### config.mk
export PLATFORM = sky130hd
export DESIGN_NAME = aging_slot_pool_next_fit_unit
export DESIGN_NICKNAME = d
export VERILOG_FILES = /design/src/hw/rtl/aspnf_pkg.sv /design/src/hw/rtl/aging_slot_pool_next_fit_unit.sv /design/src/hw/rtl/aspnf_ram.sv /design/src/hw/rtl/aspnf_ctrl.sv /design/src/hw/rtl/aspnf_dp.sv
export SDC_FILE = /design/constraint.sdc
export NUM_CORES = 2
export LEC_CHECK = 0
export BUFFER_PORTS_ARGS = -buffer_cell sky130_fd_sc_hd__buf_2
export CAP_MARGIN = 10
export CORE_UTILIZATION = 35
export CTS_BUF_LIST = sky130_fd_sc_hd__clkbuf_8
export CTS_CLUSTER_SIZE = 30
export DETAILED_ROUTE_END_ITERATION = 8
export PLACE_DENSITY_LB_ADDON = 0.2
export SETUP_SLACK_MARGIN = 0.5
export SLEW_MARGIN = 0
export SYNTH_ARGS = -nofsm -noshare
export SYNTH_HDL_FRONTEND = slang
export SYNTH_SLANG_ARGS = --single-unit
### constraint.sdc
create_clock -name clk -period 11.1 [get_ports clk]
set_input_delay 2.775 -clock clk [delete_from_list [all_inputs] [get_ports clk]]
set_output_delay 2.775 -clock clk [all_outputs]
set_load 0.05 [all_outputs]
### src/hw/rtl/aspnf_pkg.sv
// Package for the aging slot pool with next-fit allocation.
// Holds the field widths, constants, codes and the controller/datapath interface types.
// No dependencies.
package aspnf_pkg;

  localparam int ACT_W     = 7;
  localparam int RATE_W    = 16;
  localparam int TICK_W    = 16;
  localparam int LIFE_W    = 16;
  localparam int SLOT_W    = 6;
  localparam int CFG_IDX_W = 1;
  localparam int CFG_DAT_W = 16;
  localparam int PROD_W    = RATE_W + TICK_W;
  localparam int DECAY_SHIFT = 9;
  localparam int DEC_W     = PROD_W - DECAY_SHIFT;

  localparam logic [LIFE_W-1:0] LIFE_ONE   = 16'h8000;
  localparam logic [ACT_W-1:0]  ACT_RESET  = 7'd64;
  localparam logic [RATE_W-1:0] RATE_RESET = 16'd256;

  localparam logic [CFG_IDX_W-1:0] CFG_ACTIVE = 1'b0;
  localparam logic [CFG_IDX_W-1:0] CFG_DECAY  = 1'b1;

  localparam logic MODE_ALLOC = 1'b0;
  localparam logic MODE_TICK  = 1'b1;

  typedef enum logic [4:0] {
    ST_CLEAR  = 5'b00001,
    ST_IDLE   = 5'b00010,
    ST_SCAN   = 5'b00100,
    ST_DECAY  = 5'b01000,
    ST_FINISH = 5'b10000
  } state_t;

  typedef struct packed {
    logic clr;
    logic load;
    logic scan;
    logic decay;
    logic commit;
  } dp_cmd_t;

  typedef struct packed {
    logic clr_last;
    logic found;
    logic last;
    logic res_busy;
  } dp_sts_t;

endpackage

### src/hw/rtl/aging_slot_pool_next_fit_unit.sv
// Top level of the aging slot pool with next-fit allocation.
// Depends on aspnf_pkg, aspnf_ctrl and aspnf_dp (which holds aspnf_ram).
//
// Channel   Signals                                    Direction
// request   req_valid, req_ready, mode, tick_time      in
// result    res_valid, res_ready, slot, pool_full      out
// config    cfg_valid, cfg_ready, cfg_index, cfg_data  in
//
// An allocate request scans slots until a free slot is found or n slots are checked,
// then commits its result; a tick request decays n slots, where n is the effective
// active count. The life memory reads one slot per cycle.
// After reset a clearing pass writes zero to all MAX_SLOTS slots before the first
// request is taken. A finished result waits in an output register, and a new request
// is accepted while it waits; a later result stalls until that register is free.
// Configuration writes are taken every cycle.
module aging_slot_pool_next_fit_unit
  import aspnf_pkg::*;
#(
  parameter int MAX_SLOTS = 64
) (
  input  logic                 clk,
  input  logic                 rst,
  input  logic                 req_valid,
  output logic                 req_ready,
  input  logic                 mode,
  input  logic [TICK_W-1:0]    tick_time,
  output logic                 res_valid,
  input  logic                 res_ready,
  output logic [SLOT_W-1:0]    slot,
  output logic                 pool_full,
  input  logic                 cfg_valid,
  output logic                 cfg_ready,
  input  logic [CFG_IDX_W-1:0] cfg_index,
  input  logic [CFG_DAT_W-1:0] cfg_data
);

  dp_cmd_t cmd;
  dp_sts_t sts;
  state_t  state;

  assign cfg_ready = 1'b1;

  aspnf_ctrl u_ctrl (
    .clk      (clk),
    .rst      (rst),
    .req_valid(req_valid),
    .mode     (mode),
    .sts      (sts),
    .req_ready(req_ready),
    .cmd      (cmd),
    .state    (state)
  );

  aspnf_dp #(
    .MAX_SLOTS(MAX_SLOTS)
  ) u_dp (
    .clk      (clk),
    .rst      (rst),
    .cfg_valid(cfg_valid),
    .cfg_index(cfg_index),
    .cfg_data (cfg_data),
    .mode     (mode),
    .tick_time(tick_time),
    .cmd      (cmd),
    .sts      (sts),
    .res_valid(res_valid),
    .res_ready(res_ready),
    .slot     (slot),
    .pool_full(pool_full)
  );

  a_full_is_slot_zero: assert property (@(posedge clk) disable iff (rst)
    res_valid && pool_full |-> slot == '0)
    else $error("A full pool result does not name slot zero.");

  a_alloc_starts_scan: assert property (@(posedge clk) disable iff (rst)
    req_valid && req_ready && (mode == MODE_ALLOC) |=> state == ST_SCAN)
    else $error("An accepted allocate request did not start a scan.");

  a_result_from_finish: assert property (@(posedge clk) disable iff (rst)
    $rose(res_valid) |-> $past(state == ST_FINISH))
    else $error("A result appeared without a commit.");

endmodule

### src/hw/rtl/aspnf_ram.sv
// Generic single-write, single-read memory with a registered read port.
// No dependencies.
module aspnf_ram #(
  parameter int WIDTH = 16,
  parameter int DEPTH = 64
) (
  input  logic                     clk,
  input  logic                     we,
  input  logic [$clog2(DEPTH)-1:0] waddr,
  input  logic [WIDTH-1:0]         wdata,
  input  logic [$clog2(DEPTH)-1:0] raddr,
  output logic [WIDTH-1:0]         rdata
);

  logic [WIDTH-1:0] mem [DEPTH];

  always_ff @(posedge clk) begin
    if (we) begin
      mem[waddr] <= wdata;
    end
    rdata <= mem[raddr];
  end

endmodule

### src/hw/rtl/aspnf_ctrl.sv
// Controller state machine for the slot pool: clearing pass, scan, decay and result commit.
// Depends on aspnf_pkg.
module aspnf_ctrl
  import aspnf_pkg::*;
(
  input  logic    clk,
  input  logic    rst,
  input  logic    req_valid,
  input  logic    mode,
  input  dp_sts_t sts,
  output logic    req_ready,
  output dp_cmd_t cmd,
  output state_t  state
);

  state_t state_next;

  always_ff @(posedge clk) begin
    if (rst) begin
      state <= ST_CLEAR;
    end else begin
      state <= state_next;
    end
  end

  always_comb begin
    state_next = state;
    cmd        = '0;
    req_ready  = 1'b0;
    case (state)
      ST_CLEAR: begin
        cmd.clr = 1'b1;
        if (sts.clr_last) begin
          state_next = ST_IDLE;
        end
      end
      ST_IDLE: begin
        req_ready = 1'b1;
        if (req_valid) begin
          cmd.load   = 1'b1;
          state_next = (mode == MODE_TICK) ? ST_DECAY : ST_SCAN;
        end
      end
      ST_SCAN: begin
        cmd.scan = 1'b1;
        if (sts.found || sts.last) begin
          state_next = ST_FINISH;
        end
      end
      ST_DECAY: begin
        cmd.decay = 1'b1;
        if (sts.last) begin
          state_next = ST_IDLE;
        end
      end
      ST_FINISH: begin
        if (!sts.res_busy) begin
          cmd.commit = 1'b1;
          state_next = ST_IDLE;
        end
      end
      default: begin
        state_next = ST_CLEAR;
      end
    endcase
  end

endmodule

### src/hw/rtl/aspnf_dp.sv
// Datapath for the slot pool: configuration registers, life memory, scan pointer,
// decay arithmetic and the result register. Depends on aspnf_pkg and aspnf_ram.
module aspnf_dp
  import aspnf_pkg::*;
#(
  parameter int MAX_SLOTS = 64
) (
  input  logic                 clk,
  input  logic                 rst,
  input  logic                 cfg_valid,
  input  logic [CFG_IDX_W-1:0] cfg_index,
  input  logic [CFG_DAT_W-1:0] cfg_data,
  input  logic                 mode,
  input  logic [TICK_W-1:0]    tick_time,
  input  dp_cmd_t              cmd,
  output dp_sts_t              sts,
  output logic                 res_valid,
  input  logic                 res_ready,
  output logic [SLOT_W-1:0]    slot,
  output logic                 pool_full
);

  localparam int HW = $clog2(MAX_SLOTS);
  localparam int NW = $clog2(MAX_SLOTS + 1);
  localparam int CW = (NW > ACT_W) ? NW : ACT_W;

  logic [ACT_W-1:0]  active_slots;
  logic [RATE_W-1:0] decay_rate;
  logic [HW-1:0]     hint;
  logic [HW-1:0]     ptr;
  logic              rd_vld;
  logic [PROD_W-1:0] prod;
  logic [NW-1:0]     n_eff;
  logic [HW-1:0]     chk_addr;
  logic [NW-1:0]     chk_cnt;
  logic [HW-1:0]     fin_addr;
  logic              fin_full;

  logic [CW-1:0]      act_ext;
  logic [NW-1:0]      n_cur;
  logic [NW-1:0]      ptr_p1;
  logic [HW-1:0]      ptr_wrap;
  logic [PROD_W-1:0]  prod_cur;
  logic [DEC_W-1:0]   dec;
  logic [LIFE_W-1:0]  rdata;
  logic [LIFE_W-1:0]  new_life;
  logic               ram_we;
  logic [HW-1:0]      ram_waddr;
  logic [LIFE_W-1:0]  ram_wdata;
  logic [SLOT_W+HW-1:0] fin_wide;

  assign act_ext = CW'(active_slots);

  always_comb begin
    if (act_ext == '0) begin
      n_cur = NW'(1);
    end else if (act_ext > CW'(MAX_SLOTS)) begin
      n_cur = NW'(MAX_SLOTS);
    end else begin
      n_cur = NW'(act_ext);
    end
  end

  assign ptr_p1   = NW'(ptr) + NW'(1);
  assign ptr_wrap = (ptr_p1 == n_eff) ? '0 : HW'(ptr_p1);
  assign prod_cur = PROD_W'(decay_rate) * PROD_W'(tick_time);
  assign dec      = prod[PROD_W-1:DECAY_SHIFT];
  assign new_life = (DEC_W'(rdata) > dec) ? (rdata - dec[LIFE_W-1:0]) : '0;
  assign fin_wide = {{SLOT_W{1'b0}}, fin_addr};

  assign sts.clr_last = (ptr == HW'(MAX_SLOTS - 1));
  assign sts.found    = rd_vld && (rdata == '0);
  assign sts.last     = rd_vld && (chk_cnt == (n_eff - NW'(1)));
  assign sts.res_busy = res_valid && !res_ready;

  always_comb begin
    ram_we    = cmd.clr || (cmd.decay && rd_vld) || cmd.commit;
    ram_waddr = chk_addr;
    ram_wdata = new_life;
    if (cmd.clr) begin
      ram_waddr = ptr;
      ram_wdata = '0;
    end else if (cmd.commit) begin
      ram_waddr = fin_addr;
      ram_wdata = LIFE_ONE;
    end
  end

  aspnf_ram #(
    .WIDTH(LIFE_W),
    .DEPTH(MAX_SLOTS)
  ) u_life_ram (
    .clk  (clk),
    .we   (ram_we),
    .waddr(ram_waddr),
    .wdata(ram_wdata),
    .raddr(ptr),
    .rdata(rdata)
  );

  always_ff @(posedge clk) begin
    if (rst) begin
      active_slots <= ACT_RESET;
      decay_rate   <= RATE_RESET;
      hint         <= '0;
      ptr          <= '0;
      rd_vld       <= 1'b0;
      res_valid    <= 1'b0;
    end else begin
      if (cfg_valid) begin
        case (cfg_index)
          CFG_ACTIVE: active_slots <= cfg_data[ACT_W-1:0];
          CFG_DECAY:  decay_rate   <= cfg_data[RATE_W-1:0];
          default:    active_slots <= active_slots;
        endcase
      end
      rd_vld <= cmd.scan || cmd.decay;
      if (cmd.clr) begin
        ptr <= ptr + HW'(1);
      end else if (cmd.load) begin
        ptr <= ((mode == MODE_ALLOC) && (NW'(hint) < n_cur)) ? hint : '0;
      end else if (cmd.scan || cmd.decay) begin
        ptr <= ptr_wrap;
      end
      if (cmd.commit && !fin_full) begin
        hint <= fin_addr;
      end
      if (cmd.commit) begin
        res_valid <= 1'b1;
      end else if (res_ready) begin
        res_valid <= 1'b0;
      end
    end
  end

  always_ff @(posedge clk) begin
    if (cmd.load) begin
      prod    <= prod_cur;
      n_eff   <= n_cur;
      chk_cnt <= '0;
    end else if ((cmd.scan || cmd.decay) && rd_vld) begin
      chk_cnt <= chk_cnt + NW'(1);
    end
    if (cmd.scan || cmd.decay) begin
      chk_addr <= ptr;
    end
    if (cmd.scan && sts.found) begin
      fin_addr <= chk_addr;
      fin_full <= 1'b0;
    end else if (cmd.scan && sts.last) begin
      fin_addr <= '0;
      fin_full <= 1'b1;
    end
    if (cmd.commit) begin
      slot      <= fin_wide[SLOT_W-1:0];
      pool_full <= fin_full;
    end
  end

endmodule
==> Yosys cells after proc, flatten, opt, wreduce, memory -nomap -nowiden <==
Memories as Yosys holds them, arrays and structs flattened. A register that Yosys moved wholly into a read port is not among the register bits.
Index checks and enable logic that the tools add are counted.
{ "totals": {"ramBits": 1024, "reg_bits": 108, "inputBits": 39, "n_memories": 1, "out_inout_bits": 10} }
{ "classes": {"n_eq_ne": 13, "mul": 1, "reduce_logical": 23, "addsub": 5, "magnitude_cmp": 3, "n_mux": 33, "bitwise": 2} }
{ "mem_list": {"columns": ["memory", "depth", "width", "read_ports", "rd_ports_with_merged_regs", "wr", "line", "source"], "rows": [
  ["u_dp.u_life_ram.mem", 64, 16, 1, 1, 1, "aspnf_ram.sv:15", "logic [WIDTH-1:0] mem [DEPTH];"]
]} }
{ "ops": {"columns": ["operator", "count"], "rows": [
  ["$mux 6", 9],
  ["$mux 16", 3],
  ["$mul 16x16->32", 1],
  ["$mux 5", 5],
  ["$pmux 5 s5", 1],
  ["$gt 16x23->1", 1],
  ["$logic_not 16->1", 1],
  ["$sub 16x16->16", 1],
  ["$eq 7x7->1", 2],
  ["$mux 7", 2],
  ["$mux 1", 12],
  ["$logic_and 1x1->1", 9],
  ["$add 6x1->7 const B", 1],
  ["$add 7x1->7 const B", 1],
  ["$gt 7x7->1 const B", 1],
  ["$logic_not 7->1", 1],
  ["$lt 6x7->1", 1],
  ["$sub 7x1->7 const B", 1],
  ["$add 6x1->6 const B", 1],
  ["$eq 6x6->1 const B", 1],
  ["$ne 2x2->1 const B", 3],
  ["$eq 5x1->1 const B", 1],
  ["$eq 5x2->1 const B", 1],
  ["$eq 5x3->1 const B", 1],
  ["11 further kinds", 19]
]} }

==> Depth between registers and ports, before layout <==
{ "logic_depth": {"depth_word": 8, "mapped_depth": 22} }

==> Modules after synthesis <==
A second synthesis with hierarchy kept.
{ "unflattened": {"cells_unflattened": 3326, "hier_area_um2": 53476.3} }
{ "modules_own_cells": {"columns": ["module", "n_inst", "cells_per_inst", "seq_area_each_um2", "area_per_inst_um2"], "rows": [
  ["aspnf_ram", 1, 1829, 31069.8, 40042.2],
  ["aspnf_dp", 1, 1446, 2372.3, 13046.3],
  ["aspnf_ctrl", 1, 49, 100.1, 376.6],
  ["aging_slot_pool_next_fit_unit", 1, 2, 0.0, 11.3]
]} }

==> Worst setup path after synthesis <==
No wires, ideal clock.
{ "synth_timing": {"kind": "in2reg", "start": "input tick_time[7]", "end": "register u_dp.prod[27], data pin", "path_slack_ns": 2.732, "t_required_ns": 10.836, "path_buffers": 2, "arrival_ns": 8.104, "setup_time_ns": 0.264, "stages": 22, "cell_sequence": "clkbuf_1 nand2_1 fa_1 inv_1 fa_1 inv_1 fa_1 inv_1 fa_1 fa_1 inv_1 fa_1 inv_1 ha_1 clkbuf_1 a21o_1 a21o_1 a21oi_1 nor3_1 nor4b_1 o21ai_1 xor2_1"} }
{ "synth_via": {"elab_chain_cells": 1} }
{ "synth_lines": {"columns": ["element", "line", "source"], "rows": [
  ["start: declaration", "aging_slot_pool_next_fit_unit.sv:26", "input logic [TICK_W-1:0] tick_time,"],
  ["$mul 16x16->32", "aspnf_dp.sv:66", "assign prod_cur = PROD_W'(decay_rate) * PROD_W'(tick_time);"],
  ["named net u_dp.prod_cur[27]", "aspnf_dp.sv:43", "logic [PROD_W-1:0] prod_cur;"],
  ["end signal: assignment", "aspnf_dp.sv:138", "prod <= prod_cur;"],
  ["end: declaration", "aspnf_dp.sv:32", "logic [PROD_W-1:0] prod;"]
]} }
The timed path passes the listed nets, and every way through them passes these cells.
A chain may end at the register's enable or synchronous reset.

==> Worst setup path after layout <==
Ends and elaborated chain as after synthesis.

==> flow_summary.toml <==
[outcome]
status = "finished clean"

[drt]
vias = 27500
drt-total-wl_mm = 134
drt_first_pass_iters = 5
drt_iter0_markers = 2120
drtAntennaViolNets = 0
viasPerCell = 5.08
drcViolationCount = 0
wire_per_inst_um = 24.8

[power_and_ir_drop]
swShare_pct = 25.5
p_leak_nw = 21.7
fin_total_pwr_mw = 9.11
p_switching_mw = 2.32
p_per_area_nw_per_um2 = 153
pwr-share-seq_pct = 51.9
power_frac_comb_pct = 12.0
internal_power_mw = 6.78
ir_drop_mv = 0.110
p_clk_share_pct = 36.1

[placement]
place_area_sq_um = 56100
pre_cts_slack_ps = 2110
portBuffers = 47
post-dp-hpwl_mm = 82.9
gp_congestion = 0.809

[logic_synthesis]
yosys_register_bits = 1139
syn_inst = 3063
syn-mean-instance-area_sq_um = 17.3
synth.net_count = 3421
synth_edf_count = 1073
postSynth.asyncResetShare_pct = 0
synth.distinct_cells = 66
syn_area_sq_um = 53000
ys.flop_type = "edfxtp_1"
synth_warnings = 0
seq_area_frac_synth_pct = 63.3

[global_route]
top_usage_layer = "met2"
grt-ovfl-total = 0
grtUsageMet3_pct = 2.61
antenna_found_initial = 10
grt_use_total_pct = 17.9
grt_pass1_wl_mm = 198
grt_use_met2_pct = 29.5
grt_pass1_vias = 28700
grt_max_degree = 65
grt_util_met1_pct = 24.9

[cts]
clk_path_buf_depth = 3
ctsHtreeMaxLevel = 4
cts_root_buf = "clkbuf_8"
postCtsSetupRepairBufs = 0
cts_resized = 0
path_clk_slew_ps = 60
cts.sinks = 1139
cts-buffers-inserted = 178
cts_tree = "done"
insertion_delay_ps = 870
cts_hold_buf = 0

[sta]
min_period_ps = 8080
fin_setup_tns_ps = 0
skew_ps = 39.2
timing.slew.headroom_pct = 32.9
slew_violations = 0
fin_crit_sh_pct = 72.8
tightestPinTransition_ps = 1000
setup_slack_ps = 3020
finalSetupViolations = 0
finalHoldViolCount = 0
fmax_ghz = 0.124
grt_setup_unrepaired = "false"

[die]
initial_core_util_pct = 35.3
rows = 142
die_h_um = 391
io_pins = 49
dieArea_sq_um = 153000
die_w_um = 391
core_sq_um = 150000

[worst_setup_path]
critPathMaxFanout = 16
cp.required_ps = 11690
critical_path_arrival_ps = 8670
startpoint = "tick_time[7]"
r2r-start = "u_dp.decay_rate[3]"
cp-end-kind = "register"
worstSetupPathType = "primary input to register"
startpoint_type = "primary input"

[min_path]
min_from = "u_dp.decay_rate[0]"
min_path_type = "register to register"

[final_layout]
fin_area_sq_um = 59300
area_delta_synth_final_pct = 12.0
drive_gt1_share_pct = 23.1
final_nets = 3618

[run]
drv_cap = 0
## final cells by class
type | count | area [sq um]
diodes | 3 | 7.51
clock inverters | 130 | 687
fillers | 13800 | 90800
repair buffers | 163 | 1110
multi-input cells | 1519 | 17900
clock buffers | 186 | 2560
inverters | 259 | 972
flip-flops and latches | 1139 | 33600
well taps | 2016 | 2520
## metrics by stage
step / std cells / util [%] / hold WS [ps]
floorplan: 3063 / - / 406
global placement: 5096 / 37.4 / 447
detailed placement: 5096 / 37.4 / 462
CTS: 5412 / 39.5 / 470
global route: 5414 / 39.5 / 487
finish: 5415 / 39.5 / 467
## state kept, by name, summed over array words and instances, names as in the netlist, 7 cells and up
register               flops
u_dp.decay_rate           16
u_dp.act_ext               7
u_dp.chk_cnt               7
u_dp.n_eff                 7
u_dp.u_life_ram.rdata     16
u_dp.u_life_ram.mem     1024
u_dp.prod                 23
## cells in the mapped netlist (all sizes together) (4+ instances only)
library cell	n	share of area (%)
nand3b	5	0.071
o22ai	9	0.11
fa	194	7.3
a31oi	12	0.14
ha	125	3.0
o21ai	34	0.32
nand4	13	0.15
xnor2	35	0.58
nor3b	5	0.071
mux2i	11	0.21
nand2	217	1.5
a211oi	9	0.13
o211ai	4	0.057
nand2b	13	0.15
nand3	20	0.19
or3	6	0.071
nor2b	12	0.14
inv	259	1.8
dfxtp	66	2.5
nor3	15	0.14
nor4	5	0.059
clkbuf	107	0.76
a21oi	78	0.74
nor2	121	0.86
o21bai	5	0.071
and2	131	1.5
mux4	336	14
edfxtp	1073	61
a22oi	5	0.071
a211o	4	0.066
and3	6	0.071
a21o	20	0.28
buf	39	0.56
xor2	25	0.41
## power by group through the flow
stage	Clock [mW]	Combinational (mW)	Sequential, mW
6_report	3.29	1.09	4.72
5_1_grt	3.56	1.23	4.72
4_1_cts	3.39	1.12	4.72
3_5_place_dp	0	1.10	4.81
3_3_place_gp	0	1.11	4.81
2_1_floorplan	0	0.788	4.79
## kinds of logic after synthesis
| kind of cell | after synthesis | synth area share [%] |
|---|---|---|
| compound gates | 206 | 2.42 |
| other cells | 1 | 0.00708 |
| mux | 349 | 14.5 |
| buf+inv | 405 | 3.15 |
| fa+ha+maj | 319 | 10.3 |
| simple gates | 584 | 5.31 |
| flops | 1139 | 63.3 |
| xor+xnor | 60 | 0.992 |
## cells in the final DEF (no fill, tap or decap), types with 5 or more instances in the layout
master     synthesis  routed
a211oi_1           9       8
a21o_1            20      20
a21oi_1           78      78
a22oi_1            5       5
a31oi_1           12      12
and2_1           131     121
and2_2             0      10
and3_1             6       6
buf_2             16      47
buf_4              9     116
bufinv_16          0       5
clkbuf_8           0     186
clkinv_1           0      41
clkinv_2           0      14
dfxtp_1           66      61
edfxtp_1        1073    1073
fa_1             194     194
ha_1             125     125
inv_1            258     318
mux2i_1           11      11
mux4_2           336     336
nand2_1          217     217
nand2b_1          13      13
nand3_1           20      20
nand3b_1           5       5
nand4_1           13      13
nor2_1           121      81
nor2_2             0      40
nor2b_1           12      10
nor3_1            15      15
nor4_1             5       5
o21ai_0           30      30
o21bai_1           5       5
o22ai_1            9       9
or3_1              6       6
xnor2_1           35      35
xor2_1            25      25
## routing by layer
layer / routed length [um] / vias to the layer above
met2: 66000 / 644
met4: 1960 / 0
met1: 60200 / 14700
li1: - / 12000
met5: 0 / -
met3: 6030 / 152
## worst max-delay path: stages
cell and delay (ps):
buf_2 260, nand2_1 130, fa_1 550, inv_1 50, fa_1 500, inv_1 50
fa_1 550, inv_1 60, fa_1 490, fa_1 520, inv_1 50, fa_1 480
inv_1 40, ha_1 380, a21o_1 230, a21o_1 180, a21oi_1 190, nor3_1 90
nor4b_1 730, o21ai_1 190, xor2_1 180
## final timing paths
kind | endpoint | slack (ps) | cells past startpoint
worst min-delay path | u_dp.decay_rate[0] | 470 | 2
worst min register to register | u_dp.decay_rate[0] | 470 | 2
worst max register to register | u_dp.prod[27] | 4530 | 20
worst max-delay path | u_dp.prod[27] | 3020 | 21
No activity file was read; power rests on OpenSTA's default activity.
